--- src/design/mcpd_pkg.sv ---
// Package for the multi-channel presence debouncer.
// Holds field widths, register indexes, reset values and the lane configuration type.
// No dependencies.
`timescale 1ns / 1ps

package mcpd_pkg;

  localparam int SLOTS_DEFAULT = 16;

  localparam int LEVEL_W      = 16;
  localparam int TIME_W       = 32;
  localparam int MAP_W        = 16;
  localparam int COUNT_W      = 5;
  localparam int IN_TDATA_W   = 48;
  localparam int OUT_FIELDS_W = MAP_W + COUNT_W + COUNT_W + 1;
  localparam int OUT_TDATA_W  = ((OUT_FIELDS_W + 7) / 8) * 8;
  localparam int OUT_PAD_W    = OUT_TDATA_W - OUT_FIELDS_W;

  localparam int CFG_IDX_W    = 1;
  localparam int CFG_DATA_W   = 32;

  localparam logic [CFG_IDX_W-1:0] REG_DEBOUNCE_MS         = 1'd0;
  localparam logic [CFG_IDX_W-1:0] REG_HIGH_MEANS_OCCUPIED = 1'd1;

  localparam logic [TIME_W-1:0] DEBOUNCE_RESET = 32'd500;

  typedef struct packed {
    logic [TIME_W-1:0] debounce_ms;
    logic              high_means_occupied;
  } cfg_t;

endpackage

--- src/design/mcpd_lane.sv ---
// One debounce lane: confirmed and pending state and change time of a single slot.
// Depends on mcpd_pkg.
`timescale 1ns / 1ps

module mcpd_lane
  import mcpd_pkg::*;
(
  input  logic              clk,
  input  logic              rst,
  input  logic              upd,
  input  logic              level,
  input  logic [TIME_W-1:0] now_ms,
  input  cfg_t              cfg,
  output logic              conf,
  output logic              changed
);

  logic              pend;
  logic [TIME_W-1:0] change_time;
  logic              cur;
  logic              arm;
  logic [TIME_W-1:0] elapsed;
  logic              hit;

  always_comb begin
    cur     = cfg.high_means_occupied ? level : ~level;
    arm     = (pend == conf);
    elapsed = arm ? '0 : (now_ms - change_time);
    hit     = (cur != conf) && (elapsed >= cfg.debounce_ms);
  end

  always_ff @(posedge clk) begin
    if (rst) begin
      conf <= 1'b0;
      pend <= 1'b0;
    end else if (upd) begin
      pend <= cur;
      if (hit) begin
        conf <= cur;
      end
    end
  end

  // A new pending change starts its timer at the poll that first sees it.
  always_ff @(posedge clk) begin
    if (upd && (cur != conf) && arm) begin
      change_time <= now_ms;
    end
    if (upd) begin
      changed <= hit;
    end
  end

endmodule

--- src/design/mcpd_merge.sv ---
// Merge stage: gathers the lanes' confirmed states into the map, counts and change flag.
// Depends on mcpd_pkg.
`timescale 1ns / 1ps

module mcpd_merge
  import mcpd_pkg::*;
#(
  parameter int SLOTS = SLOTS_DEFAULT
) (
  input  logic               clk,
  input  logic               rst,
  input  logic               en,
  input  logic               load,
  input  logic [SLOTS-1:0]   conf,
  input  logic [SLOTS-1:0]   changed,
  output logic               out_valid,
  output logic [MAP_W-1:0]   occupied_map,
  output logic [COUNT_W-1:0] occupied_count,
  output logic [COUNT_W-1:0] free_count,
  output logic               any_change
);

  localparam int CNT_W = $clog2(SLOTS + 1);

  logic [CNT_W-1:0] cnt;
  logic [MAP_W-1:0] map;

  always_comb begin
    cnt = '0;
    for (int i = 0; i < SLOTS; i++) begin
      cnt = cnt + CNT_W'(conf[i]);
    end
  end

  for (genvar i = 0; i < MAP_W; i++) begin : g_map
    if (i < SLOTS) begin : g_on
      assign map[i] = conf[i];
    end else begin : g_off
      assign map[i] = 1'b0;
    end
  end

  always_ff @(posedge clk) begin
    if (rst) begin
      out_valid <= 1'b0;
    end else if (en) begin
      out_valid <= load;
    end
  end

  always_ff @(posedge clk) begin
    if (en && load) begin
      occupied_map   <= map;
      occupied_count <= COUNT_W'(cnt);
      free_count     <= COUNT_W'(COUNT_W'(SLOTS) - COUNT_W'(cnt));
      any_change     <= |changed;
    end
  end

endmodule

--- src/design/multi_channel_presence_debouncer.sv ---
// Multi-channel presence debouncer, top level: one lane per slot and a merge stage.
// Pipeline: accepted polls update the lanes; the merge stage registers the result.
// Throughput: one poll per cycle while m_tready does not stall the output.
// Reset (synchronous): all slots free, no pending changes, debounce_ms 500,
// high_means_occupied 0, no result held. Depends on mcpd_pkg, mcpd_lane, mcpd_merge.
`timescale 1ns / 1ps

module multi_channel_presence_debouncer
  import mcpd_pkg::*;
#(
  parameter int SLOTS = SLOTS_DEFAULT
) (
  input  logic                   clk,
  input  logic                   rst,
  input  logic                   cfg_we,
  input  logic [CFG_IDX_W-1:0]   cfg_index,
  input  logic [CFG_DATA_W-1:0]  cfg_data,
  input  logic                   s_tvalid,
  output logic                   s_tready,
  // raw_levels [15:0], now_ms [47:16]
  input  logic [IN_TDATA_W-1:0]  s_tdata,
  output logic                   m_tvalid,
  input  logic                   m_tready,
  // occupied_map [15:0], occupied_count [20:16], free_count [25:21],
  // any_change [26], zero [31:27]
  output logic [OUT_TDATA_W-1:0] m_tdata
);

  cfg_t              cfg;
  logic              v1;
  logic              en;
  logic              acc;
  logic [SLOTS-1:0]  conf;
  logic [SLOTS-1:0]  changed;
  logic [LEVEL_W-1:0] raw_levels;
  logic [TIME_W-1:0] now_ms;
  logic [MAP_W-1:0]  occupied_map;
  logic [COUNT_W-1:0] occupied_count;
  logic [COUNT_W-1:0] free_count;
  logic              any_change;

  assign raw_levels = s_tdata[LEVEL_W-1:0];
  assign now_ms     = s_tdata[LEVEL_W +: TIME_W];

  assign en       = !m_tvalid || m_tready;
  assign s_tready = !v1 || en;
  assign acc      = s_tvalid && s_tready;

  always_ff @(posedge clk) begin
    if (rst) begin
      cfg.debounce_ms         <= DEBOUNCE_RESET;
      cfg.high_means_occupied <= 1'b0;
    end else if (cfg_we) begin
      unique case (cfg_index)
        REG_DEBOUNCE_MS:         cfg.debounce_ms <= cfg_data[TIME_W-1:0];
        REG_HIGH_MEANS_OCCUPIED: cfg.high_means_occupied <= cfg_data[0];
        default: ;
      endcase
    end
  end

  always_ff @(posedge clk) begin
    if (rst) begin
      v1 <= 1'b0;
    end else if (acc) begin
      v1 <= 1'b1;
    end else if (en) begin
      v1 <= 1'b0;
    end
  end

  // Slots above the sixteen sensor bits always read a low level.
  for (genvar i = 0; i < SLOTS; i++) begin : g_lane
    logic lvl;
    if (i < LEVEL_W) begin : g_in
      assign lvl = raw_levels[i];
    end else begin : g_zero
      assign lvl = 1'b0;
    end

    mcpd_lane u_lane (
      .clk     (clk),
      .rst     (rst),
      .upd     (acc),
      .level   (lvl),
      .now_ms  (now_ms),
      .cfg     (cfg),
      .conf    (conf[i]),
      .changed (changed[i])
    );
  end

  mcpd_merge #(
    .SLOTS(SLOTS)
  ) u_merge (
    .clk            (clk),
    .rst            (rst),
    .en             (en),
    .load           (v1),
    .conf           (conf),
    .changed        (changed),
    .out_valid      (m_tvalid),
    .occupied_map   (occupied_map),
    .occupied_count (occupied_count),
    .free_count     (free_count),
    .any_change     (any_change)
  );

  assign m_tdata = {{OUT_PAD_W{1'b0}}, any_change, free_count, occupied_count, occupied_map};

endmodule

--- config.mk ---
export PLATFORM = sky130hd
export DESIGN_NAME = multi_channel_presence_debouncer
export DESIGN_NICKNAME = d
export VERILOG_FILES = /design/src/design/mcpd_pkg.sv /design/src/design/mcpd_lane.sv /design/src/design/mcpd_merge.sv /design/src/design/multi_channel_presence_debouncer.sv
export SDC_FILE = /design/constraint.sdc
export NUM_CORES = 2
export LEC_CHECK = 0
export ABC_CLOCK_PERIOD_IN_PS = 6530
export BUFFER_PORTS_ARGS = -buffer_cell sky130_fd_sc_hd__buf_2
export CORE_ASPECT_RATIO = 1.1
export CORE_UTILIZATION = 40
export CTS_CLUSTER_SIZE = 24
export DETAILED_ROUTE_END_ITERATION = 7
export GPL_TIMING_DRIVEN = 0
export SYNTH_ARGS = -nofsm -noshare
export SYNTH_HDL_FRONTEND = slang
export SYNTH_SLANG_ARGS = --single-unit
export TNS_END_PERCENT = 100
--- constraint.sdc ---
create_clock -name clk -period 6.53 [get_ports clk]
set_input_delay 1.6325 -clock clk [delete_from_list [all_inputs] [get_ports clk]]
set_output_delay 1.6325 -clock clk [all_outputs]
set_load 0.02 [all_outputs]
# Yosys cells after proc, flatten, opt, wreduce, memory -nomap -nowiden
# Index checks and enable logic that the tools add are counted.
[classes]
magnitude_cmp = 16
div = 0
multipliers = 0
shift = 0
n_reduce_logical = 74
bitwise = 17
n_mux = 34
addsub = 32
n_eq_ne = 32
[ops]
columns = ["operator", "count"]
rows = [
  ["greater-or-equal comparator 32 bit", 16],
  ["2-to-1 mux 32 bit", 16],
  ["subtractor 32 bit", 16],
  ["adder 5 x 1 -> 5 bit", 14],
  ["logical AND 1 bit", 50],
  ["AND reduction 2 bit", 18],
  ["2-to-1 mux 1 bit", 18],
  ["NOT 1 bit", 17],
  ["== test 1 bit", 16],
  ["!= test 1 bit", 16],
  ["OR reduction 16 bit", 1],
  ["subtractor 5 bit, first input constant", 1],
  ["adder 1 x 1 -> 2 bit", 1],
  ["logical NOT 1 bit", 2],
  ["logical OR 1 bit", 2],
  ["nonzero test 2 bit", 1],
]
[totals]
memories = 0
romBits = 0
output_inout_bits = 34
latch_bits = 0
wordCells = 277
input_bits = 86
mem_bits_rw = 0
regBits = 622

# Depth between registers and ports, before layout
[logic_depth]
ltp_word = 16
ltp_mapped = 24
mapped_depth_nobuf = 23

# Cells and area by module
# From an unflattened synthesis, not the netlist that was laid out.
[hier_totals]
hier_cells = 7857
area_unflattened_um2 = 66337.4
[modules_own_cells]
columns = ["mod", "cells_each", "seq_area_each_um2", "area_per_inst_um2", "n_inst"]
rows = [
  ["mcpd_lane at g_lane[1].u_lane ...", 473, 1031.0, 4008.8, 5],
  ["mcpd_lane at g_lane[0].u_lane ...", 485, 1031.0, 3991.3, 5],
  ["mcpd_lane at g_lane[7].u_lane ...", 467, 1031.0, 3902.5, 3],
  ["mcpd_lane at g_lane[6].u_lane", 470, 1031.0, 3922.5, 1],
  ["mcpd_lane at g_lane[12].u_lane", 480, 1031.0, 3907.5, 1],
  ["mcpd_lane at g_lane[11].u_lane", 469, 1031.0, 3902.5, 1],
  ["multi_channel_presence_debouncer", 163, 680.7, 1604.0, 1],
  ["mcpd_merge", 84, 800.8, 1292.5, 1],
]

# Worst setup path before layout
# Ideal clock, no wire load.
[synth_timing]
kind = "input port to flip-flop"
from = "in s_tdata[16]"
to = "reg g_lane[14].u_lane.changed, data pin"
setup_time_ns = 0.267
n_path_buf = 0
required_time_ns = 6.263
stages = 22
slack_ns = 0.178
t_arrival_ns = 6.085
cell_sequence = "inv_1 > ha_1 > inv_1 > fa_1 > a21o_1 > a2111o_1 > a41oi_1 > o221ai_1 > o311ai_0 > nand3b_1 > a31oi_1 > xor2_1 > nor2_1 > ha_1 > a21o_1 > a21o_1 > a21o_1 > a21o_1 > a21o_1 > a21o_1 > a221oi_1 > nor2_1"
[synth_between]
elab_chain_len = 4
[synth_rtl]
columns = ["element", "line_no", "source"]
rows = [
  ["start: declaration", "multi_channel_presence_debouncer.sv:21", "input logic [IN_TDATA_W-1:0] s_tdata,"],
  ["subtractor 32 bit", "mcpd_lane.sv:28", "elapsed = arm ? '0 : (now_ms - change_time);"],
  ["2-to-1 mux 32 bit", "mcpd_lane.sv:28", ""],
  ["greater-or-equal comparator 32 bit", "mcpd_lane.sv:29", "hit = (cur != conf) && (elapsed >= cfg.debounce_ms);"],
  ["logical AND 1 bit", "mcpd_lane.sv:29", ""],
  ["via g_lane[14].u_lane.hit", "mcpd_lane.sv:23", "logic hit;"],
  ["end signal: assignment", "mcpd_lane.sv:50", "changed <= hit;"],
  ["end: declaration", "mcpd_lane.sv:15", "output logic changed"],
]
# The timed path passes the listed nets, and every way through them passes these cells.
# A chain may end at the register's enable or synchronous reset.

# Final worst setup path
[layout_timing]
from = "in s_tdata[37]"
to = "reg g_lane[7].u_lane.conf"
[layout_between]
elab_chain_len = 5
[layout_rtl]
columns = ["element", "line_no", "source"]
rows = [
  ["subtractor 32 bit", "mcpd_lane.sv:28", ""],
  ["2-to-1 mux 32 bit", "mcpd_lane.sv:28", ""],
  ["greater-or-equal comparator 32 bit", "mcpd_lane.sv:29", ""],
  ["logical AND 1 bit", "mcpd_lane.sv:29", ""],
  ["AND reduction 2 bit (no source line)", "--", ""],
  ["end signal: assignment", "mcpd_lane.sv:39", "conf <= cur;"],
  ["end: declaration", "mcpd_lane.sv:14", "output logic conf,"],
]
# Every way passes these cells.

==> qor.txt <==
DP HPWL - 139300 um
Netlist cell types - 81
skew final - 31.39 ps
GR Util met3 - 0.02943
startpoint types - input port
VDD IR max - 0.2560 mV
CP required - 7070 ps
syn_area_per_cell - 8.972 um2
Final min period - 6387 ps
Slew headroom - 0.03761
Fin. Hold Viols - 0
Vias/cell - 5.753
CP Capture Type - flop
Ports - 120
Async S/R FF share, synth - 0
Crit path buffers/inverters - 1
setup violators final - 0
fillers - 14286
Max Fanout on Critical Path - 32
Syn-to-layout area delta - 12.16%
total CTS buffers - 78
Top FF cell, synth - edfxtp_1
total gr overflow - 0
#FFs+latches synth - 621
fin crit share - 0.9781
initial core utilization - 0.4030
Port Buf Inserts - 113
Most Used Layer, Global Route - met2
sequential share of the synthesized area - 0.3019
Num Clock Sinks - 621
via count - 51296
global placement routability congestion - 0.9344
status - complete, but fails checks
maxcap violations - 0
first-pass GRT wire length - 295500 um
drt first-iter violations - 3906
Synth Instances - 6638
DIE HEIGHT - 406.7 um
cell chain of the critical path - buf_2, ha_1, a21o_1, a21o_1, a21o_1, a21o_1, a21o_1, a21o_1, a211oi_1, xor2_1, nor2_1, ha_1, nand4_1, nor3_1, nand4_1, or2_2, nor2_1, a31oi_1, a31oi_1, mux2i_1, nor2_1
Global Route Usage Sum - 0.2627
fin nets - 8023
total core area - 147800 um2
root buf cell - clkbuf_16
Worst path top cell family by delay - compound AO/OA/AOI/OAI gates
placed cells - 8758
Clock Path Buffers - 3
CP Data Arrival Time - 6930 ps
fmax - 156.6 MHz
initial antenna violation count - 12
Worst-Skew Late Latency - 700 ps
# rows - 148
Layout Cells excl Fill - 8916
vias in the first global route - 47837
commonest non-fill, non-tap cells in the layout - 1014 x ha_1, 662 x inv_1, 632 x nor2_1
number of synthesized flops with an enable pin - 554
slowest cell on the critical path - buf_2
Max Slew Vio Count - 0
layout cells sized above 1 - 0.06364
failing checks - design-rule violations
commonest non-fill, non-tap cell in the layout - ha_1
Pre-antenna DRT Iters - 8
M1 GR Usage - 0.3502
wire length per cell - 22.63 um
Clk pin slew, worst setup/hold paths - 60 ps
Crit path top cell by count - a21o_1
critical path class - input port to flop
Die Area - 150400 um2
htree depth - 3
Tot Pwr - 19.53 mW
Mapped Area - 59550 um2
Max stage delay on crit path - 1020 ps
total wire length - 201800 um
GR Util met2 - 0.4268
Yosys warnings - 0
setup_tns - 0 ps
Multi-input gate area - 38840 um2
HP Class - flop to flop
worst slew pin tran - 1444 ps
CTS tree - built
Antenna Violating Nets Remaining - 0
pin count of the biggest net entering global routing - 34
power per standard cell area - 292.4 nW/um2
Lkg Pwr - 31.00 nW
Register Area - 17980 um2
DRC - 28
width of the die - 369.9 um
-- worst paths after layout --
check                                                end                            start  slack (ps)  cells after the start
worst min register to register  u_merge.occupied_map[10]           g_lane[10].u_lane.conf         430                      0
worst min-delay path            u_merge.occupied_map[10]           g_lane[10].u_lane.conf         430                      0
worst max-delay path               g_lane[7].u_lane.conf                      s_tdata[37]         140                     21
worst max register to register     g_lane[7].u_lane.conf  g_lane[7].u_lane.change_time[7]        1230                     22
-- worst register-to-register path, cell delays in order (launching register included) --
cell	delay (ps)
edfxtp_1	310
inv_1	40
ha_1	250
clkbuf_1	270
nand4_1	230
or3_1	400
a211oi_1	280
o31ai_2	170
o221ai_1	470
a211oi_2	220
a21oi_1	220
xnor2_1	170
nor2_1	70
ha_1	310
nand4_1	110
nor3_1	250
nand4_1	200
or2_2	340
nor2_1	110
a31oi_1	200
a31oi_1	260
mux2i_1	230
nor2_1	50
-- sequential cells by signal, summed over array words and instances, names as in the netlist --
name and count:
g_lane.u_lane.change_time 512, cfg 33, g_lane.u_lane.changed 16, u_merge.free_count 5
u_merge.occupied_count 4, u_merge.out_valid 1, u_merge.occupied_map 16, g_lane.u_lane.conf 16
u_merge.any_change 1, v1 1, g_lane.u_lane.pend 16
-- logic make-up after synthesis --
group           count (synthesis)  synth area share
other cells                     1        0.00006297
fa+ha+maj                    1040            0.2218
compound gates               1933            0.2127
xor+xnor                      426           0.06265
buf+inv                       810           0.05154
flops                         621            0.3019
simple gates                 1776            0.1441
mux                            31          0.005315
-- timing repair --
item | CTS | global route
setup buffers | 6 | 3
pin swaps | 1 | 4
hold buffers | 0 | 0
endpoints found under the setup margin | 31 | 30
gates resized for setup | 33 | 40
-- power breakdown --
group,switching (mW),internal (mW),leakage [nW]
registers,0.187,5.02,5.72
clock network,1.91,2.77,1.31
logic,5.77,3.88,24.0
-- final cells by class --
type | instances | share of cell area
multi-input cells | 5211 | 0.5815
diodes | 5 | 0.0001873
well taps | 1950 | 0.03653
inverters | 694 | 0.03919
plain buffers | 116 | 0.006987
flip-flops and latches | 621 | 0.2692
clock buffers | 92 | 0.03124
repair buffers | 175 | 0.02591
clock inverters | 52 | 0.009347
-- metal layers --
| metal | vias to the layer above | routed length [um] |
|---|---|---|
| li1 | 24797 | - |
| met1 | 24631 | 89150 |
| met2 | 1536 | 90320 |
| met3 | 332 | 12750 |
| met4 | 0 | 9566 |
| met5 | - | 0 |
-- per-stage QoR --
stage                       util  hold WS (ps)  area [um2]  setup WS, ps
after floorplan                -         406.4       59570         178.1
after global placement    0.4235         412.7       62580         -2760
after detailed placement  0.4312         424.0       63720         -2266
after CTS                 0.4507         430.4       66600        0.9641
after global routing      0.4519         432.7       66780        -3.761
final                     0.4520         431.0       66800         143.2
-- cell usage after synthesis, drive strengths merged, types with 16 or more instances --
master / count / area [um2]
a21o: 448 / 3363
or2: 25 / 156.4
a41oi: 16 / 140.1
nor3b: 24 / 180.2
o21a: 79 / 593.1
a21oi: 561 / 2808
o31ai: 37 / 277.8
buf: 17 / 92.59
nor2b: 76 / 475.5
dfxtp: 67 / 1341
nand3: 111 / 555.5
mux2i: 26 / 260.3
clkbuf: 99 / 371.6
a21boi: 29 / 217.7
o21bai: 57 / 427.9
edfxtp: 554 / 16640
inv: 694 / 2605
nand4: 114 / 713.2
and3: 72 / 450.4
o21ai: 284 / 1421
and4: 23 / 201.4
a31oi: 73 / 456.7
nand2b: 100 / 625.6
nand2: 337 / 1265
nor2: 635 / 2384
o211ai: 47 / 352.8
a211oi: 95 / 713.2
xnor2: 226 / 1979
xor2: 200 / 1752
nor3: 110 / 550.5
fa: 26 / 520.5
a211o: 26 / 227.7
and2: 46 / 287.8
or3: 34 / 212.7
nor4: 22 / 137.6
ha: 1014 / 12690
Note: power is estimated with default switching activity, not from simulation.
